`config.mk`:
```
export PLATFORM = sky130hd
export DESIGN_NAME = array_list_insert_delete_rotate_unit_flat
export DESIGN_NICKNAME = d
export VERILOG_FILES = /design/src/design/alidr_pkg.sv /design/src/design/alidr_if.sv /design/src/design/alidr_cell.sv /design/src/design/array_list_insert_delete_rotate_unit.sv /design/src/flat_wrapper.sv
export SDC_FILE = /design/constraint.sdc
export NUM_CORES = 1
export LEC_CHECK = 0
export BUFFER_PORTS_ARGS = -buffer_cell sky130_fd_sc_hd__buf_2
export CORE_UTILIZATION = 64
export CTS_BUF_LIST = sky130_fd_sc_hd__clkbuf_8
export CTS_CLUSTER_SIZE = 20
export DETAILED_ROUTE_END_ITERATION = 12
export PLACE_DENSITY = 0.83
export SYNTH_ARGS = -nofsm -noshare
export SYNTH_HDL_FRONTEND = slang
export SYNTH_HIERARCHICAL = 1
export SYNTH_SLANG_ARGS = --single-unit
```
`constraint.sdc`:
```
create_clock -name clk -period 6.95 [get_ports clk]
set_input_delay 0.3475 -clock clk [delete_from_list [all_inputs] [get_ports clk]]
set_output_delay 0.3475 -clock clk [all_outputs]
set_load 0.005 [all_outputs]
```
`src/design/alidr_pkg.sv`:
```
// package: types, sizes and codes for the list unit
`default_nettype none
package alidr_pkg;
	localparam int CAPACITY = 8;
	localparam int MODE_W   = 3;
	localparam int DATA_W   = 32;
	localparam int POS_W    = 3;
	localparam int AMT_W    = 8;
	localparam int STAT_W   = 2;
	localparam int COUNT_W  = 4;
	localparam int IDX_W    = $clog2(CAPACITY);
	localparam int CNT_W    = $clog2(CAPACITY + 1);
	localparam int SPAN_W   = CNT_W;
	localparam int CMP_W    = (CNT_W > POS_W) ? CNT_W : POS_W;
	localparam int BIT_W    = $clog2(AMT_W);

	typedef logic signed [DATA_W-1:0] data_t;

	typedef enum logic [MODE_W-1:0] {
		MODE_INS_FRONT = 3'd0,
		MODE_INS_BACK  = 3'd1,
		MODE_INS_POS   = 3'd2,
		MODE_DEL_FRONT = 3'd3,
		MODE_DEL_BACK  = 3'd4,
		MODE_DEL_POS   = 3'd5,
		MODE_ROTATE    = 3'd6,
		MODE_LIST      = 3'd7
	} mode_t;

	typedef enum logic [STAT_W-1:0] {
		STAT_OK      = 2'd0,
		STAT_FULL    = 2'd1,
		STAT_EMPTY   = 2'd2,
		STAT_INVALID = 2'd3
	} status_t;

	typedef enum logic [1:0] {
		CMD_HOLD  = 2'd0,
		CMD_LOAD  = 2'd1,
		CMD_LEFT  = 2'd2,
		CMD_RIGHT = 2'd3
	} cell_cmd_t;

	typedef enum logic [2:0] {
		S_IDLE = 3'd0,
		S_REM  = 3'd1,
		S_ROT  = 3'd2,
		S_DONE = 3'd3,
		S_LIST = 3'd4
	} state_t;
endpackage
`default_nettype wire

```
`src/design/alidr_if.sv`:
```
// interfaces: request and response channels of the list unit
`default_nettype none
interface alidr_req_if;
	logic                             valid;
	logic                             ready;
	logic [alidr_pkg::MODE_W-1:0]     mode;
	logic signed [alidr_pkg::DATA_W-1:0] value;
	logic [alidr_pkg::POS_W-1:0]      position;
	logic [alidr_pkg::AMT_W-1:0]      rotate_amount;

	modport source (output valid, mode, value, position, rotate_amount, input ready);
	modport sink (input valid, mode, value, position, rotate_amount, output ready);
endinterface

interface alidr_rsp_if;
	logic                             valid;
	logic                             ready;
	logic [alidr_pkg::STAT_W-1:0]     status;
	logic signed [alidr_pkg::DATA_W-1:0] element;
	logic [alidr_pkg::COUNT_W-1:0]    count;
	logic                             last;

	modport source (output valid, status, element, count, last, input ready);
	modport sink (input valid, status, element, count, last, output ready);
endinterface
`default_nettype wire

```
`src/design/alidr_cell.sv`:
```
// one list cell: holds an entry, loads it or takes a neighbor's entry
`default_nettype none
module alidr_cell (
	input  wire logic                 clk,
	input  wire logic                 arst_n,
	input  wire alidr_pkg::cell_cmd_t cmd,
	input  wire alidr_pkg::data_t     value,
	input  wire alidr_pkg::data_t     left,
	input  wire alidr_pkg::data_t     right,
	output alidr_pkg::data_t          entry
);
	alidr_pkg::data_t entry_q;

	always_ff @(posedge clk or negedge arst_n) begin
		if (!arst_n) begin
			entry_q <= '0;
		end else begin
			case (cmd)
				alidr_pkg::CMD_LOAD:  entry_q <= value;
				alidr_pkg::CMD_LEFT:  entry_q <= left;
				alidr_pkg::CMD_RIGHT: entry_q <= right;
				default:              entry_q <= entry_q;
			endcase
		end
	end

	assign entry = entry_q;
endmodule
`default_nettype wire

```
`src/design/array_list_insert_delete_rotate_unit.sv`:
```
// top level: ordered list held in a chain of cells, with request sequencer
//
//  channel | dir | word fields
//  req     | in  | mode, value, position, rotate_amount
//  rsp     | out | status, element, count, last
//
// insert, delete and no-op rotate: accepted, answer registered and shown in the cycle after
// rotate: accept, remainder of amount by span, shift by k = amount mod span, then load the response
// list: one word per cycle per held entry, paced by rsp.ready
// reset clears all cells and the fill count; a full response register stalls req
`default_nettype none
module array_list_insert_delete_rotate_unit (
	input wire logic   clk,
	input wire logic   arst_n,
	alidr_req_if.sink  req,
	alidr_rsp_if.source rsp
);
	localparam int N = alidr_pkg::CAPACITY;

	alidr_pkg::state_t                state_q, state_d;
	logic [alidr_pkg::CNT_W-1:0]      fill_q, fill_d;
	logic [alidr_pkg::SPAN_W-1:0]     span_q, span_d;
	logic [alidr_pkg::SPAN_W:0]       rem_q, rem_d, rem_sh;
	logic [alidr_pkg::AMT_W-1:0]      amt_q, amt_d;
	logic [alidr_pkg::BIT_W-1:0]      bit_q, bit_d;
	logic [alidr_pkg::IDX_W-1:0]      idx_q, idx_d, rd_idx;

	logic                             out_valid_q;
	alidr_pkg::status_t               status_q, status_d;
	alidr_pkg::data_t                 element_q, element_d;
	logic [alidr_pkg::CNT_W-1:0]      count_q, count_d;
	logic                             last_q, last_d;
	logic                             load_out;
	logic                             out_free;

	alidr_pkg::cell_cmd_t             cmd [N];
	alidr_pkg::data_t                 entry [N];
	alidr_pkg::data_t                 left_in [N];
	alidr_pkg::data_t                 right_in [N];
	alidr_pkg::data_t                 rd_data;

	logic [alidr_pkg::CMP_W-1:0]      pos_w, fill_w, ins_at, del_at;
	logic                             full, empty, del_bad, rot_nop;

	// cell chain
	for (genvar g = 0; g < N; g++) begin : g_cell
		if (g == 0) begin : g_head
			assign left_in[g] = rd_data;
		end else begin : g_body
			assign left_in[g] = entry[g-1];
		end
		if (g == N - 1) begin : g_tail
			assign right_in[g] = '0;
		end else begin : g_mid
			assign right_in[g] = entry[g+1];
		end
		alidr_cell u_cell (
			.clk    (clk),
			.arst_n (arst_n),
			.cmd    (cmd[g]),
			.value  (req.value),
			.left   (left_in[g]),
			.right  (right_in[g]),
			.entry  (entry[g])
		);
	end

	// shared read port: wraparound source while rotating, listed entry while listing
	assign rd_idx  = (state_q == alidr_pkg::S_LIST) ? idx_q
		: alidr_pkg::IDX_W'(span_q - alidr_pkg::SPAN_W'(1));
	assign rd_data = entry[rd_idx];

	assign out_free = !out_valid_q || rsp.ready;
	assign pos_w    = alidr_pkg::CMP_W'(req.position);
	assign fill_w   = alidr_pkg::CMP_W'(fill_q);
	assign full     = (fill_q == alidr_pkg::CNT_W'(N));
	assign empty    = (fill_q == '0);
	assign rot_nop  = req.value[alidr_pkg::DATA_W-1] || (req.value == '0);
	assign rem_sh   = {rem_q[alidr_pkg::SPAN_W-1:0], amt_q[alidr_pkg::AMT_W-1]};

	always_comb begin
		case (req.mode)
			alidr_pkg::MODE_INS_FRONT: ins_at = '0;
			alidr_pkg::MODE_INS_BACK:  ins_at = fill_w;
			default:                   ins_at = (pos_w >= fill_w) ? fill_w : pos_w;
		endcase
		case (req.mode)
			alidr_pkg::MODE_DEL_FRONT: del_at = '0;
			alidr_pkg::MODE_DEL_BACK:  del_at = fill_w - alidr_pkg::CMP_W'(1);
			default:                   del_at = pos_w;
		endcase
		del_bad = (req.mode == alidr_pkg::MODE_DEL_POS) && (pos_w >= fill_w);
	end

	always_comb begin
		state_d   = state_q;
		fill_d    = fill_q;
		span_d    = span_q;
		rem_d     = rem_q;
		amt_d     = amt_q;
		bit_d     = bit_q;
		idx_d     = idx_q;
		load_out  = 1'b0;
		status_d  = alidr_pkg::STAT_OK;
		element_d = '0;
		count_d   = fill_q;
		last_d    = 1'b1;
		req.ready = 1'b0;
		for (int i = 0; i < N; i++) begin
			cmd[i] = alidr_pkg::CMD_HOLD;
		end

		unique case (state_q)
			alidr_pkg::S_IDLE: begin
				req.ready = out_free;
				if (req.valid && out_free) begin
					unique case (req.mode) inside
						alidr_pkg::MODE_INS_FRONT, alidr_pkg::MODE_INS_BACK,
						alidr_pkg::MODE_INS_POS: begin
							load_out = 1'b1;
							if (full) begin
								status_d = alidr_pkg::STAT_FULL;
							end else begin
								for (int i = 0; i < N; i++) begin
									if (alidr_pkg::CMP_W'(i) == ins_at) begin
										cmd[i] = alidr_pkg::CMD_LOAD;
									end else if (alidr_pkg::CMP_W'(i) > ins_at
										&& alidr_pkg::CMP_W'(i) <= fill_w) begin
										cmd[i] = alidr_pkg::CMD_LEFT;
									end
								end
								fill_d  = fill_q + alidr_pkg::CNT_W'(1);
								count_d = fill_d;
							end
						end
						alidr_pkg::MODE_DEL_FRONT, alidr_pkg::MODE_DEL_BACK,
						alidr_pkg::MODE_DEL_POS: begin
							load_out = 1'b1;
							if (empty) begin
								status_d = alidr_pkg::STAT_EMPTY;
							end else if (del_bad) begin
								status_d = alidr_pkg::STAT_INVALID;
							end else begin
								for (int i = 0; i < N; i++) begin
									if (alidr_pkg::CMP_W'(i) >= del_at
										&& alidr_pkg::CMP_W'(i) + alidr_pkg::CMP_W'(1) < fill_w) begin
										cmd[i] = alidr_pkg::CMD_RIGHT;
									end
								end
								fill_d  = fill_q - alidr_pkg::CNT_W'(1);
								count_d = fill_d;
							end
						end
						alidr_pkg::MODE_ROTATE: begin
							if (rot_nop) begin
								load_out = 1'b1;
							end else begin
								span_d  = ($unsigned(req.value) > alidr_pkg::DATA_W'(N))
									? alidr_pkg::SPAN_W'(N)
									: req.value[alidr_pkg::SPAN_W-1:0];
								amt_d   = req.rotate_amount;
								rem_d   = '0;
								bit_d   = '0;
								state_d = alidr_pkg::S_REM;
							end
						end
						alidr_pkg::MODE_LIST: begin
							if (empty) begin
								load_out = 1'b1;
								status_d = alidr_pkg::STAT_EMPTY;
							end else begin
								idx_d   = '0;
								state_d = alidr_pkg::S_LIST;
							end
						end
						default: begin
							load_out = 1'b1;
						end
					endcase
				end
			end
			alidr_pkg::S_REM: begin
				// restoring remainder, one amount bit per cycle, msb first
				rem_d = (rem_sh >= {1'b0, span_q}) ? rem_sh - {1'b0, span_q} : rem_sh;
				amt_d = amt_q << 1;
				bit_d = bit_q + alidr_pkg::BIT_W'(1);
				if (bit_q == alidr_pkg::BIT_W'(alidr_pkg::AMT_W - 1)) begin
					state_d = alidr_pkg::S_ROT;
				end
			end
			alidr_pkg::S_ROT: begin
				if (rem_q == '0) begin
					state_d = alidr_pkg::S_DONE;
				end else begin
					for (int i = 0; i < N; i++) begin
						if (alidr_pkg::SPAN_W'(i) < span_q) begin
							cmd[i] = alidr_pkg::CMD_LEFT;
						end
					end
					rem_d = rem_q - (alidr_pkg::SPAN_W + 1)'(1);
				end
			end
			alidr_pkg::S_DONE: begin
				if (out_free) begin
					load_out = 1'b1;
					state_d  = alidr_pkg::S_IDLE;
				end
			end
			alidr_pkg::S_LIST: begin
				if (out_free) begin
					load_out  = 1'b1;
					element_d = rd_data;
					last_d    = (alidr_pkg::CNT_W'(idx_q) + alidr_pkg::CNT_W'(1) == fill_q);
					idx_d     = idx_q + alidr_pkg::IDX_W'(1);
					if (last_d) begin
						state_d = alidr_pkg::S_IDLE;
					end
				end
			end
			default: begin
				state_d = alidr_pkg::S_IDLE;
			end
		endcase
	end

	always_ff @(posedge clk or negedge arst_n) begin
		if (!arst_n) begin
			state_q     <= alidr_pkg::S_IDLE;
			fill_q      <= '0;
			out_valid_q <= 1'b0;
			span_q      <= '0;
			rem_q       <= '0;
			amt_q       <= '0;
			bit_q       <= '0;
			idx_q       <= '0;
		end else begin
			state_q <= state_d;
			fill_q  <= fill_d;
			span_q  <= span_d;
			rem_q   <= rem_d;
			amt_q   <= amt_d;
			bit_q   <= bit_d;
			idx_q   <= idx_d;
			if (load_out) begin
				out_valid_q <= 1'b1;
			end else if (rsp.ready) begin
				out_valid_q <= 1'b0;
			end
		end
	end

	always_ff @(posedge clk) begin
		if (load_out) begin
			status_q  <= status_d;
			element_q <= element_d;
			count_q   <= count_d;
			last_q    <= last_d;
		end
	end

	assign rsp.valid   = out_valid_q;
	assign rsp.status  = status_q;
	assign rsp.element = element_q;
	assign rsp.count   = alidr_pkg::COUNT_W'(count_q);
	assign rsp.last    = last_q;

`ifndef SYNTH
	a_fill_bound: assert property (@(posedge clk) disable iff (!arst_n)
		fill_q <= alidr_pkg::CNT_W'(N))
		else $error("fill count above capacity");

	a_ready_idle: assert property (@(posedge clk) disable iff (!arst_n)
		req.ready |-> state_q == alidr_pkg::S_IDLE)
		else $error("request taken while busy");

	a_single_word: assert property (@(posedge clk) disable iff (!arst_n)
		(req.valid && req.ready && req.mode != alidr_pkg::MODE_ROTATE
			&& req.mode != alidr_pkg::MODE_LIST) |=> (rsp.valid && rsp.last))
		else $error("single-word request not answered next cycle");

	a_count_match: assert property (@(posedge clk) disable iff (!arst_n)
		rsp.valid |-> rsp.count == alidr_pkg::COUNT_W'(fill_q))
		else $error("reported count differs from fill count");
`endif
endmodule
`default_nettype wire
```
`src/flat_wrapper.sv`:
```
// flat-port wrapper written by rule: the top's interface ports become plain ports
module array_list_insert_delete_rotate_unit_flat 
  (clk, arst_n, req_valid, req_mode, req_value, req_position, req_rotate_amount, req_ready, rsp_valid, rsp_status, rsp_element, rsp_count, rsp_last, rsp_ready);
  alidr_req_if req_i ();
  alidr_rsp_if rsp_i ();
  input wire logic clk;
  input wire logic arst_n;
  input wire logic [$bits(req_i.valid)-1:0] req_valid;
  input wire logic [$bits(req_i.mode)-1:0] req_mode;
  input wire logic [$bits(req_i.value)-1:0] req_value;
  input wire logic [$bits(req_i.position)-1:0] req_position;
  input wire logic [$bits(req_i.rotate_amount)-1:0] req_rotate_amount;
  output wire logic [$bits(req_i.ready)-1:0] req_ready;
  output wire logic [$bits(rsp_i.valid)-1:0] rsp_valid;
  output wire logic [$bits(rsp_i.status)-1:0] rsp_status;
  output wire logic [$bits(rsp_i.element)-1:0] rsp_element;
  output wire logic [$bits(rsp_i.count)-1:0] rsp_count;
  output wire logic [$bits(rsp_i.last)-1:0] rsp_last;
  input wire logic [$bits(rsp_i.ready)-1:0] rsp_ready;
  assign req_i.valid = req_valid;
  assign req_i.mode = req_mode;
  assign req_i.value = req_value;
  assign req_i.position = req_position;
  assign req_i.rotate_amount = req_rotate_amount;
  assign req_ready = req_i.ready;
  assign rsp_valid = rsp_i.valid;
  assign rsp_status = rsp_i.status;
  assign rsp_element = rsp_i.element;
  assign rsp_count = rsp_i.count;
  assign rsp_last = rsp_i.last;
  assign rsp_i.ready = rsp_ready;
  array_list_insert_delete_rotate_unit u_core (.clk(clk), .arst_n(arst_n), .req(req_i), .rsp(rsp_i));
endmodule
```
; Word-level counts from Yosys, hierarchy flattened
; Index checks and enable logic that the tools add are counted.
[classes]
add_sub_neg = 8
order_cmp = 44
eq_ne = 59
mux = 104
bitwise_logic = 2
n_reduce_logical = 49
[ops]
columns = op, n
row1 = case mux 32 bit (3 select lines), 8
row2 = binary-select mux 32 bit (select 3 bit), 1
row3 = 2-to-1 mux 16 bit, 5
row4 = 2-to-1 mux 2 bit, 35
row5 = 2-to-1 mux 32 bit, 2
row6 = case mux 16 bit (2 select lines), 2
row7 = 2-to-1 mux 3 bit, 16
row8 = == test 2 bit (second input constant), 16
row9 = greater-than comparator 32 x 4 -> 1 bit (second input constant), 1
row10 = zero test 32 bit, 1
row11 = less-than comparator 3 x 4 -> 1 bit (first input constant), 8
row12 = 2-to-1 mux 4 bit, 7
row13 = nonzero test 3 bit, 9
row14 = 2-to-1 mux 5 bit, 5
row15 = 2-to-1 mux 8 bit, 3
row16 = case mux 4 bit (2 select lines), 3
row17 = == test 3 bit (second input constant), 6
row18 = logical AND 1 bit, 18
row19 = case mux 3 bit (2 select lines), 3
row20 = == test 2 x 1 -> 1 bit (second input constant), 8
row21 = == test 3 x 4 -> 1 bit (first input constant), 4
row22 = greater-or-equal comparator 3 x 4 -> 1 bit (first input constant), 4
row23 = greater-than comparator 3 x 4 -> 1 bit (first input constant), 4
row24 = less-or-equal comparator 3 x 4 -> 1 bit (first input constant), 4
row25 = 49 further kinds, 93
[word_totals]
reg_bits = 326
in_bits = 50
output_inout_bits = 41
wordCells = 286

; Depth between registers and ports, before layout
; Gate-level depths: netlist (run 1).
[logic_depth]
ltp_word = 13
mapped_depth = 12
depth_no_buf = 9

; By module
; Netlist (run 1), hierarchy kept.
[by_module_without_submodules]
columns = module, instances, cells_each, area_each_um2, seq_area_each_um2
row1 = alidr_cell, 8, 71, 1615.3, 800.8
row2 = array_list_insert_delete_rotate_unit, 1, 608, 6531.3, 1946.9

; Worst setup path before layout (run 1)
; OpenSTA, ideal clock, no wires.
[synth_path]
path_type = register to register
startpoint = register u_core/fill_q[1] in the netlist's numbering
endpoint = register u_core.count_q, in the netlist u_core/rsp.count[0], enable pin
setup_ns = 0.494
arrival_time_ns = 4.844
t_required_ns = 6.456
setup_slack_ns = 1.611
stages_incl_launch_ff = 10
path_buffers = 1
period_less_slack_ns = 5.339
path_cell_list = dfrtp_1 -> clkbuf_1 -> inv_1 -> ha_1 -> nor3b_1 -> o21ai_0 -> inv_1 -> o41a_1 -> a221oi_1 -> a211oi_1
[synth_between]
elab_chain_len = 5
[synth_lines]
columns = element, line_no
row1 = from (decl), array_list_insert_delete_rotate_unit.sv:21  ; logic [alidr_pkg::CNT_W-1:0] fill_q, fill_d;
row2 = from (signal assigned), array_list_insert_delete_rotate_unit.sv:238  ; fill_q <= fill_d;
row3 = zero test 4 bit, array_list_insert_delete_rotate_unit.sv:77  ; assign empty = (fill_q == '0);
row4 = 2-to-1 mux 1 bit, array_list_insert_delete_rotate_unit.sv:168  ; if (empty) begin
row5 = case mux 1 bit (2 select lines), array_list_insert_delete_rotate_unit.sv:117  ; unique case (req.mode) inside
row6 = 2-to-1 mux 1 bit, array_list_insert_delete_rotate_unit.sv:116  ; if (req.valid && out_free) begin
row7 = case mux 1 bit (2 select lines), array_list_insert_delete_rotate_unit.sv:113  ; unique case (state_q)
row8 = net u_core.load_out, array_list_insert_delete_rotate_unit.sv:33  ; logic load_out;
row9 = to (signal assigned), array_list_insert_delete_rotate_unit.sv:256  ; count_q <= count_d;
row10 = to (decl), array_list_insert_delete_rotate_unit.sv:31  ; logic [alidr_pkg::CNT_W-1:0] count_q, count_d;
; The timed path passes the listed nets, and every way through them passes these cells.
; A chain may end at the register's enable or synchronous reset.

==> results of run 1 <==
## per-layer routing
layer	wire length, um	global-route usage, %
met4	1940	13.7
met5	19	0
met2	23800	51.3
met3	5860	10.6
met1	18500	48.2
## stage by stage
step | worst slack (ps) | power, mW | hold WS (ps) | utilization, %
finish | 2460 | 9.14 | 155 | 71.4
CTS | 2500 | 9.11 | 129 | 71.4
global route | 2070 | 9.57 | 154 | 71.4
detailed placement | 2500 | 7.17 | 477 | 67.0
global placement | 2630 | 6.97 | 461 | 67.0
floorplan | 1610 | 6.16 | 51.9 | -
## final timing paths
kind,endpoint,slack [ps],cells after the start
setup / recovery,u_core/g_cell[0].u_cell/entry[29],2460,10
hold / removal,u_core/rsp.valid,150,3
setup reg to reg,u_core/g_cell[0].u_cell/entry[29],2460,10
hold reg to reg,u_core/bit_q[0],480,1
max in group asynchronous,u_core/fill_q[0],5090,3
min in group asynchronous,u_core/g_cell[4].u_cell/entry[10],400,2
## Yosys cell counts (all sizes together), types with 6 or more instances
library cell    n  area, sq um
mux4          320         7270
dfrtp         287         7180
buf            80          857
nand2          55          214
nor2           42          165
edfxtp         39         1170
a22o           38          333
mux2           35          394
o21ai          34          174
a21oi          30          150
clkbuf         21         78.8
ha             18          225
inv            18         67.6
nor3           16         90.1
nand3          13         65.1
nor2b           9         56.3
nor4            9         56.3
o211ai          9         67.6
a31oi           8         50.1
o31ai           7         62.6
nand2b          6         37.5
xnor2           6         52.6
## cell families (layout without fill, tap and decap cells)
group	after synthesis	after routing	synth area share, %
xor gates and xnor gates	8	8	0.360
DFF	326	326	42.9
buffers and inverters	120	247	5.18
muxes	360	360	39.6
and+or+nand+nor	176	176	4.52
other	1	33	0.0193
AOI/OAI and AO/OA	166	166	6.08
adders and majority gates	19	19	1.26
## final cells by class
class | instances | area [sq um] | area share (%)
flip-flops and latches | 326 | 8350 | 39.2
clock buffers | 67 | 922 | 4.33
inverters | 19 | 71.3 | 0.335
repair buffers | 124 | 751 | 3.53
multi-input cells | 761 | 10400 | 48.8
well taps | 390 | 488 | 2.29
diodes | 1 | 2.50 | 0.0118
clock inverters | 37 | 303 | 1.42
## power groups by stage
stage | Clock, mW | Combinational (mW) | Sequential, mW
final | 1.90 | 3.65 | 3.59
after CTS | 1.92 | 3.63 | 3.56
after global placement | 0 | 3.46 | 3.51
after global routing | 2.01 | 3.88 | 3.68
after floorplan | 0 | 2.92 | 3.24
after detailed placement | 0 | 3.61 | 3.56
## critical path: cells and delay by family, from the launching register on
kind,cells,cell delay (ps)
muxes,1,550
adders and majority gates,1,330
AOI/OAI and AO/OA,3,1640
and+or+nand+nor,3,580
DFF,1,590
buffers and inverters,2,630
## state kept, by name, indices dropped and copies added (netlist names)
register                    flops
u_core/rsp.count                4
u_core/bit_q                    3
u_core/g_cell.u_cell/entry    256
u_core/span_q                   4
u_core/rsp.element             32
u_core/state_q                  3
u_core/idx_q                    3
u_core/rsp.last                 1
u_core/rem_q                    5
u_core/fill_q                   4
u_core/rsp.status               2
u_core/rsp.valid                1
u_core/amt_q                    8
## timing repair
| item | CTS | global route |
|---|---|---|
| resized for setup | 0 | 0 |
| hold buffers | 9 | 0 |
| hold endpoints to repair | 123 | 0 |
==> key figures, run 1 <==
Timing
  – Final hold vios: 0
  – Rel. slew slack: 13.4%
  – Fin crit period: 4490 ps
  – Max Clk Rate: 0.223 GHz
  – Final number of max-transition violations: 0
  – Max Clock Skew: 37.1 ps
  – Finish-stage setup viols: 0
  – Setup TNS: 0 ps
  – RSZ-0062 raised after global routing: false
  – Slew at the pin closest to its max-slew limit: 1300 ps
  – Final period utilization: 64.6%

Clocking
  – CTS tree: done
  – Clk buf depth: 3
  – H-Tree Depth: 2
  – Root Buffer: clkbuf_8
  – Setup Fix Bufs, Post-CTS: 0
  – Worst skew pair latency: 630 ps
  – Total CTS buffers: 55
  – Worst-path clk slew: 70 ps
  – Clk sink count: 326

Routing
  – Detailed Route WL: 50200 um
  – Via count: 13000
  – DR WL/cell: 29.1 um
  – TritonRoute pass-1 iters: 5
  – Remaining antenna violation count: 0
  – Drc violations: 0
  – 1st-iter DRT viols: 1650
  – Vias per cell: 7.51

Worst setup path
  – CP peak stage delay: 880 ps
  – Slowest cell on crit path: a21oi_4
  – WP data arrival: 4960 ps
  – Worst r2r src: u_core/fill_q[2]
  – Crit-path max FO: 19
  – Setup CP Type: reg2reg
  – Most numerous cell on the critical path: nand2_1
  – Crit. End Element: flip-flop
  – Crit path launch type: flip-flop
  – Worst Setup SP: u_core/fill_q[2]
  – WP data required: 7420 ps
  – Critical-path cell list: inv_1 -> ha_1 -> nand2_1 -> o21ai_1 -> nand2_1 -> a32oi_1 -> nand3_1 -> a21oi_4 -> buf_4 -> mux4_2

GRT
  – Total track usage: 34.4%
  – Global-route wire length before repair: 79700 um
  – Number of global-route vias before repair: 13500
  – Pin count of the biggest net entering global routing: 173
  – Initial antenna violation count: 3
  – Grt total ovfl: 0

Logic synthesis
  – Synth Register Bits: 326
  – Synth Instances: 1176
  – Synth warnings: 6
  – Post-synth EDFFs: 39
  – Yosys cell types: 73
  – Ys flop type: dfrtp_1
  – Mapped cell area: 0.0195 sq mm
  – Ys async rst share: 88.0%
  – Synthesized area per cell: 16.5 sq um
  – Seq/Total Area, Yosys: 42.9%

Power
  – Pwr Density: 429 mW/mm^2
  – Leak: 8.34 nW
  – Reg power frac: 39.3%
  – Gate power share: 39.9%
  – Sw frac: 35.4%
  – Clock Power Share: 20.8%
  – Switch Pwr: 3.24 mW
  – Peak VDD IR: 0.241 mV
  – Int Power: 5.90 mW

Cells and area
  – Post-route design area: 0.0213 sq mm
  – Fillers: 1831
  – Area Growth Syn to Fin: 9.42%
  – Most frequent cells in the layout: 304 x mux4_2, 287 x dfrtp_1, 89 x buf_2
  – Layout cell share with drive strength beyond 1: 42.7%
  – Most common cell after layout, fill and taps aside: mux4_2
  – Post-Layout Cell Count: 1725
  – Fin nets: 1356

Worst hold path
  – Worst min-delay path class: in2reg
  – Hold Startpoint: req_valid

Floorplan
  – Initial core utilization: 65.3%
  – Placeable Area: 0.0298 sq mm
  – I/O pin cnt: 91
  – Die area: 0.0311 sq mm
  – Die Span X: 176 um
  – # rows: 63
  – Die Span Y: 176 um

Run status
  – Outcome: finished, final reports clean

Placement
  – Cells after DPL: 1611
  – Gp weighted congestion: 0.992
  – Placed cell areas: 0.0200 sq mm
  – DP Wirelength: 30900 um
  – IO Port Bufs: 90

Flow run
  – Max-cap violations: 0
No activity file was read; power rests on OpenSTA's default activity.
==> run 2, diff against run 1 <==
--- a/config.mk
+++ b/config.mk
@@ -5,8 +5,9 @@
 export SDC_FILE = /design/constraint.sdc
 export NUM_CORES = 1
 export LEC_CHECK = 0
+export ABC_AREA = 1
 export BUFFER_PORTS_ARGS = -buffer_cell sky130_fd_sc_hd__buf_2
-export CORE_UTILIZATION = 64
+export CORE_UTILIZATION = 65
 export CTS_BUF_LIST = sky130_fd_sc_hd__clkbuf_8
 export CTS_CLUSTER_SIZE = 20
 export DETAILED_ROUTE_END_ITERATION = 12
==> constraint.sdc (replaced) <==
create_clock -name clk -period 4.4 [get_ports clk]
set_input_delay 0.22 -clock clk [delete_from_list [all_inputs] [get_ports clk]]
set_output_delay 0.22 -clock clk [all_outputs]
set_load 0.005 [all_outputs]
==> key figures, run 2 <==
Floorplan
  – Die Span Y: 190 um (+7.7%)
  – Die Span X: 190 um (+7.7%)
  – # rows: 68 (+7.9%)
  – Placeable Area: 0.0346 sq mm (+16%)
  – Initial core utilization: 66.3% (+1.0 points)
  – I/O pin cnt: 91 (unchanged)
  – Die area: 0.0361 sq mm (+16%)

Cells and area
  – Post-route design area: 0.0248 sq mm (+17%)
  – Max reg flops: 256 (unchanged)
  – Most common cell after layout, fill and taps aside: nor2_1
  – Most frequent cells in the layout: 946 x nor2_1, 796 x nand2_1, 345 x inv_1
  – Fin nets: 3728 (+170%)
  – Area Growth Syn to Fin: 8.03%
  – Fillers: 2919 (+59%)
  – Layout cell share with drive strength beyond 1: 8.58% (-34 points)
  – Post-Layout Cell Count: 4163 (+140%)

Placement
  – IO Port Bufs: 90 (unchanged)
  – Gp weighted congestion: 0.975 (-1.7%)
  – Cells after DPL: 4030 (+150%)
  – Placed cell areas: 0.0234 sq mm (+17%)
  – DP Wirelength: 46900 um (+52%)

Timing
  – Slew at the pin closest to its max-slew limit: 1150 ps (-148 ps)
  – Rel. slew slack: 23.1% (+9.7 points)
  – Setup TNS: 0 ps (unchanged)
  – RSZ-0062 raised after global routing: false
  – Final period utilization: 86.8% (+22 points)
  – Fin crit period: 3820 ps (-671 ps)
  – Max Clock Skew: 23.4 ps (-13.7 ps)
  – Finish-stage setup viols: 0 (unchanged)
  – Final number of max-transition violations: 0 (unchanged)
  – Final hold vios: 0 (unchanged)
  – Max Clk Rate: 0.262 GHz (+18%)

Worst setup path
  – Worst R2R Path Depth: 20 (+10)
  – Crit-path max FO: 43 (+24)
  – Setup CP Type: reg2reg
  – WP data required: 5000 ps (-2420 ps)
  – Worst r2r src: u_core/fill_q[1]
  – Crit path launch type: flip-flop
  – Crit. End Element: flip-flop
  – Worst Setup SP: u_core/fill_q[1]
  – WP data arrival: 4420 ps (-540 ps)

Logic synthesis
  – Yosys cell types: 43 (-41%)
  – Synth warnings: 6 (unchanged)
  – Ys async rst share: 88.0% (unchanged)
  – Most common cell in the netlist: nor2_1
  – Post-synth EDFFs: 39 (unchanged)
  – Ys flop type: dfrtp_1
  – Mapped cell area: 0.0230 sq mm (+18%)
  – Largest cells by area after synthesis: dfrtp_1 31%, nor2_1 15%, nand2_1 13%
  – Commonest cells post-synth: 948 x nor2_1, 802 x nand2_1, 325 x inv_1
  – Seq/Total Area, Yosys: 36.4% (-6.6 points)
  – Synthesized area per cell: 6.36 sq um (-62%)
  – Cell taking the most area after synthesis: dfrtp_1
  – Synth Register Bits: 326 (unchanged)
  – Share of the synthesized area in the top cell type: 31.3% (-5.6 points)
  – Synth Instances: 3609 (+210%)

Routing
  – DR WL/cell: 17.8 um (-39%)
  – TritonRoute pass-1 iters: 6 (+1)
  – Via count: 24600 (+90%)
  – Detailed Route WL: 74200 um (+48%)
  – 1st-iter DRT viols: 2954 (+79%)
  – Remaining antenna violation count: 0 (unchanged)
  – Vias per cell: 5.90 (-21%)
  – Drc violations: 0 (unchanged)

Power
  – Peak VDD IR: 0.431 mV (+79%)
  – Pwr Density: 720 mW/mm^2 (+68%)
  – Pwr Total: 17.9 mW (+95%)
  – Leak: 12.9 nW (+55%)

GRT
  – Grt met3 use: 9.61% (-0.94 points)
  – Grt met2 use: 65.5% (+14 points)
  – Global-route wire length before repair: 118000 um (+48%)
  – Met1 GRT Util: 52.3% (+4.1 points)
  – Pin count of the biggest net entering global routing: 118 (-32%)
  – Initial antenna violation count: 0 (-3)
  – Total track usage: 40.9% (+6.5 points)
  – Most used routing layer: met2
  – Grt total ovfl: 0 (unchanged)
  – Number of global-route vias before repair: 22900 (+69%)

Worst hold path
  – Hold Startpoint: req_value[12]
  – Worst min-delay path class: in2reg
  – Worst Hold Depth: 5 (+2)

Clocking
  – CTS tree: done
  – Worst-path clk slew: 70 ps (about the same)
  – Root Buffer: clkbuf_8
  – Worst skew pair latency: 680 ps (+50 ps)
  – Clk sink count: 326 (unchanged)
  – Total CTS buffers: 59 (+7.3%)
  – Setup Fix Bufs, Post-CTS: 0 (unchanged)
  – Clk buf depth: 3 (unchanged)
  – H-Tree Depth: 2 (unchanged)

Flow run
  – Max-cap violations: 0 (unchanged)

Run status
  – Outcome: finished, final reports clean
-- run 2: power by group --
part           internal, mW  leakage (nW)  switching (mW)  total (mW)
clock network          1.53         0.679            1.38        2.91
registers              4.25          3.27            1.05        5.30
logic                  2.97          8.94            6.68        9.64
total                  8.74          12.9            9.11        17.9
-- run 2: timing repair --
action / CTS / global route
hold buffers: 23 / 0
endpoints found under the hold margin: 112 / 0
resized for setup: 0 / 0
-- run 2: path summary, 6_finish.rpt --
check,end,slack [ps]
max,u_core/g_cell[5].u_cell/entry[17],580
min,u_core/g_cell[7].u_cell/entry[12],20
max reg2reg,u_core/g_cell[5].u_cell/entry[17],580
min reg2reg,u_core/amt_q[5],480
max in group asynchronous,u_core/g_cell[7].u_cell/entry[4],3040
min in group asynchronous,u_core/g_cell[1].u_cell/entry[30],130
-- run 2: final cells by class --
class | count | area (sq um) | share of cell area, %
Sequential cell | 326 | 8350 | 33.7
Clock buffer | 72 | 991 | 4.00
Clock inverter | 37 | 181 | 0.731
Timing Repair Buffer | 185 | 1330 | 5.37
Multi-Input combinational cell | 2757 | 12100 | 48.9
Inverter | 330 | 1240 | 5.00
Tap cell | 455 | 569 | 2.30
Antenna cell | 1 | 2.50 | 0.0101
-- run 2: metrics by stage --
step / hold slack [ps] / utilization, % / setup WS [ps]
6_report: 24.0 / 71.6 / 580
3_3_place_gp: 281 / 67.6 / 794
5_1_grt: 28.9 / 71.6 / 271
3_5_place_dp: 286 / 67.6 / 721
2_1_floorplan: -75.6 / - / 786
4_1_cts: 1.63 / 71.6 / 663
-- run 2: kinds of logic (layout without fill, tap and decap cells) --
group           Yosys count  count (layout)  synth area share [%]
buf+inv                 557             624                  11.9
flops                   326             326                  36.4
simple gates           2136            2136                  37.5
xor+xnor                  8               8                 0.305
compound gates          562             562                  12.8
other cells               1              33                0.0163
fa+ha+maj                19              19                  1.07
-- run 2: critical path: stages (launching register included) --
cell and delay, ps:
dfrtp_1 520, inv_1 220, ha_1 330, nand2_1 70, nand2_1 40, nand2_1 130, nand3_1 230, nand2_1 220
nand2_1 160, inv_1 110, nand2_1 50, nor2_1 140, o21bai_1 130, nand2_1 90, nand2_2 90, buf_4 260
buf_4 510, nand3_1 150, nand2_1 100, nor2_1 50, nor2_1 90
-- run 2: layer usage --
| metal | routed length (um) | share of wire, % |
|---|---|---|
| met5 | 0 | 0 |
| met4 | 3130 | 4.2 |
| met3 | 8950 | 12 |
| met2 | 33400 | 45 |
| met1 | 28700 | 39 |
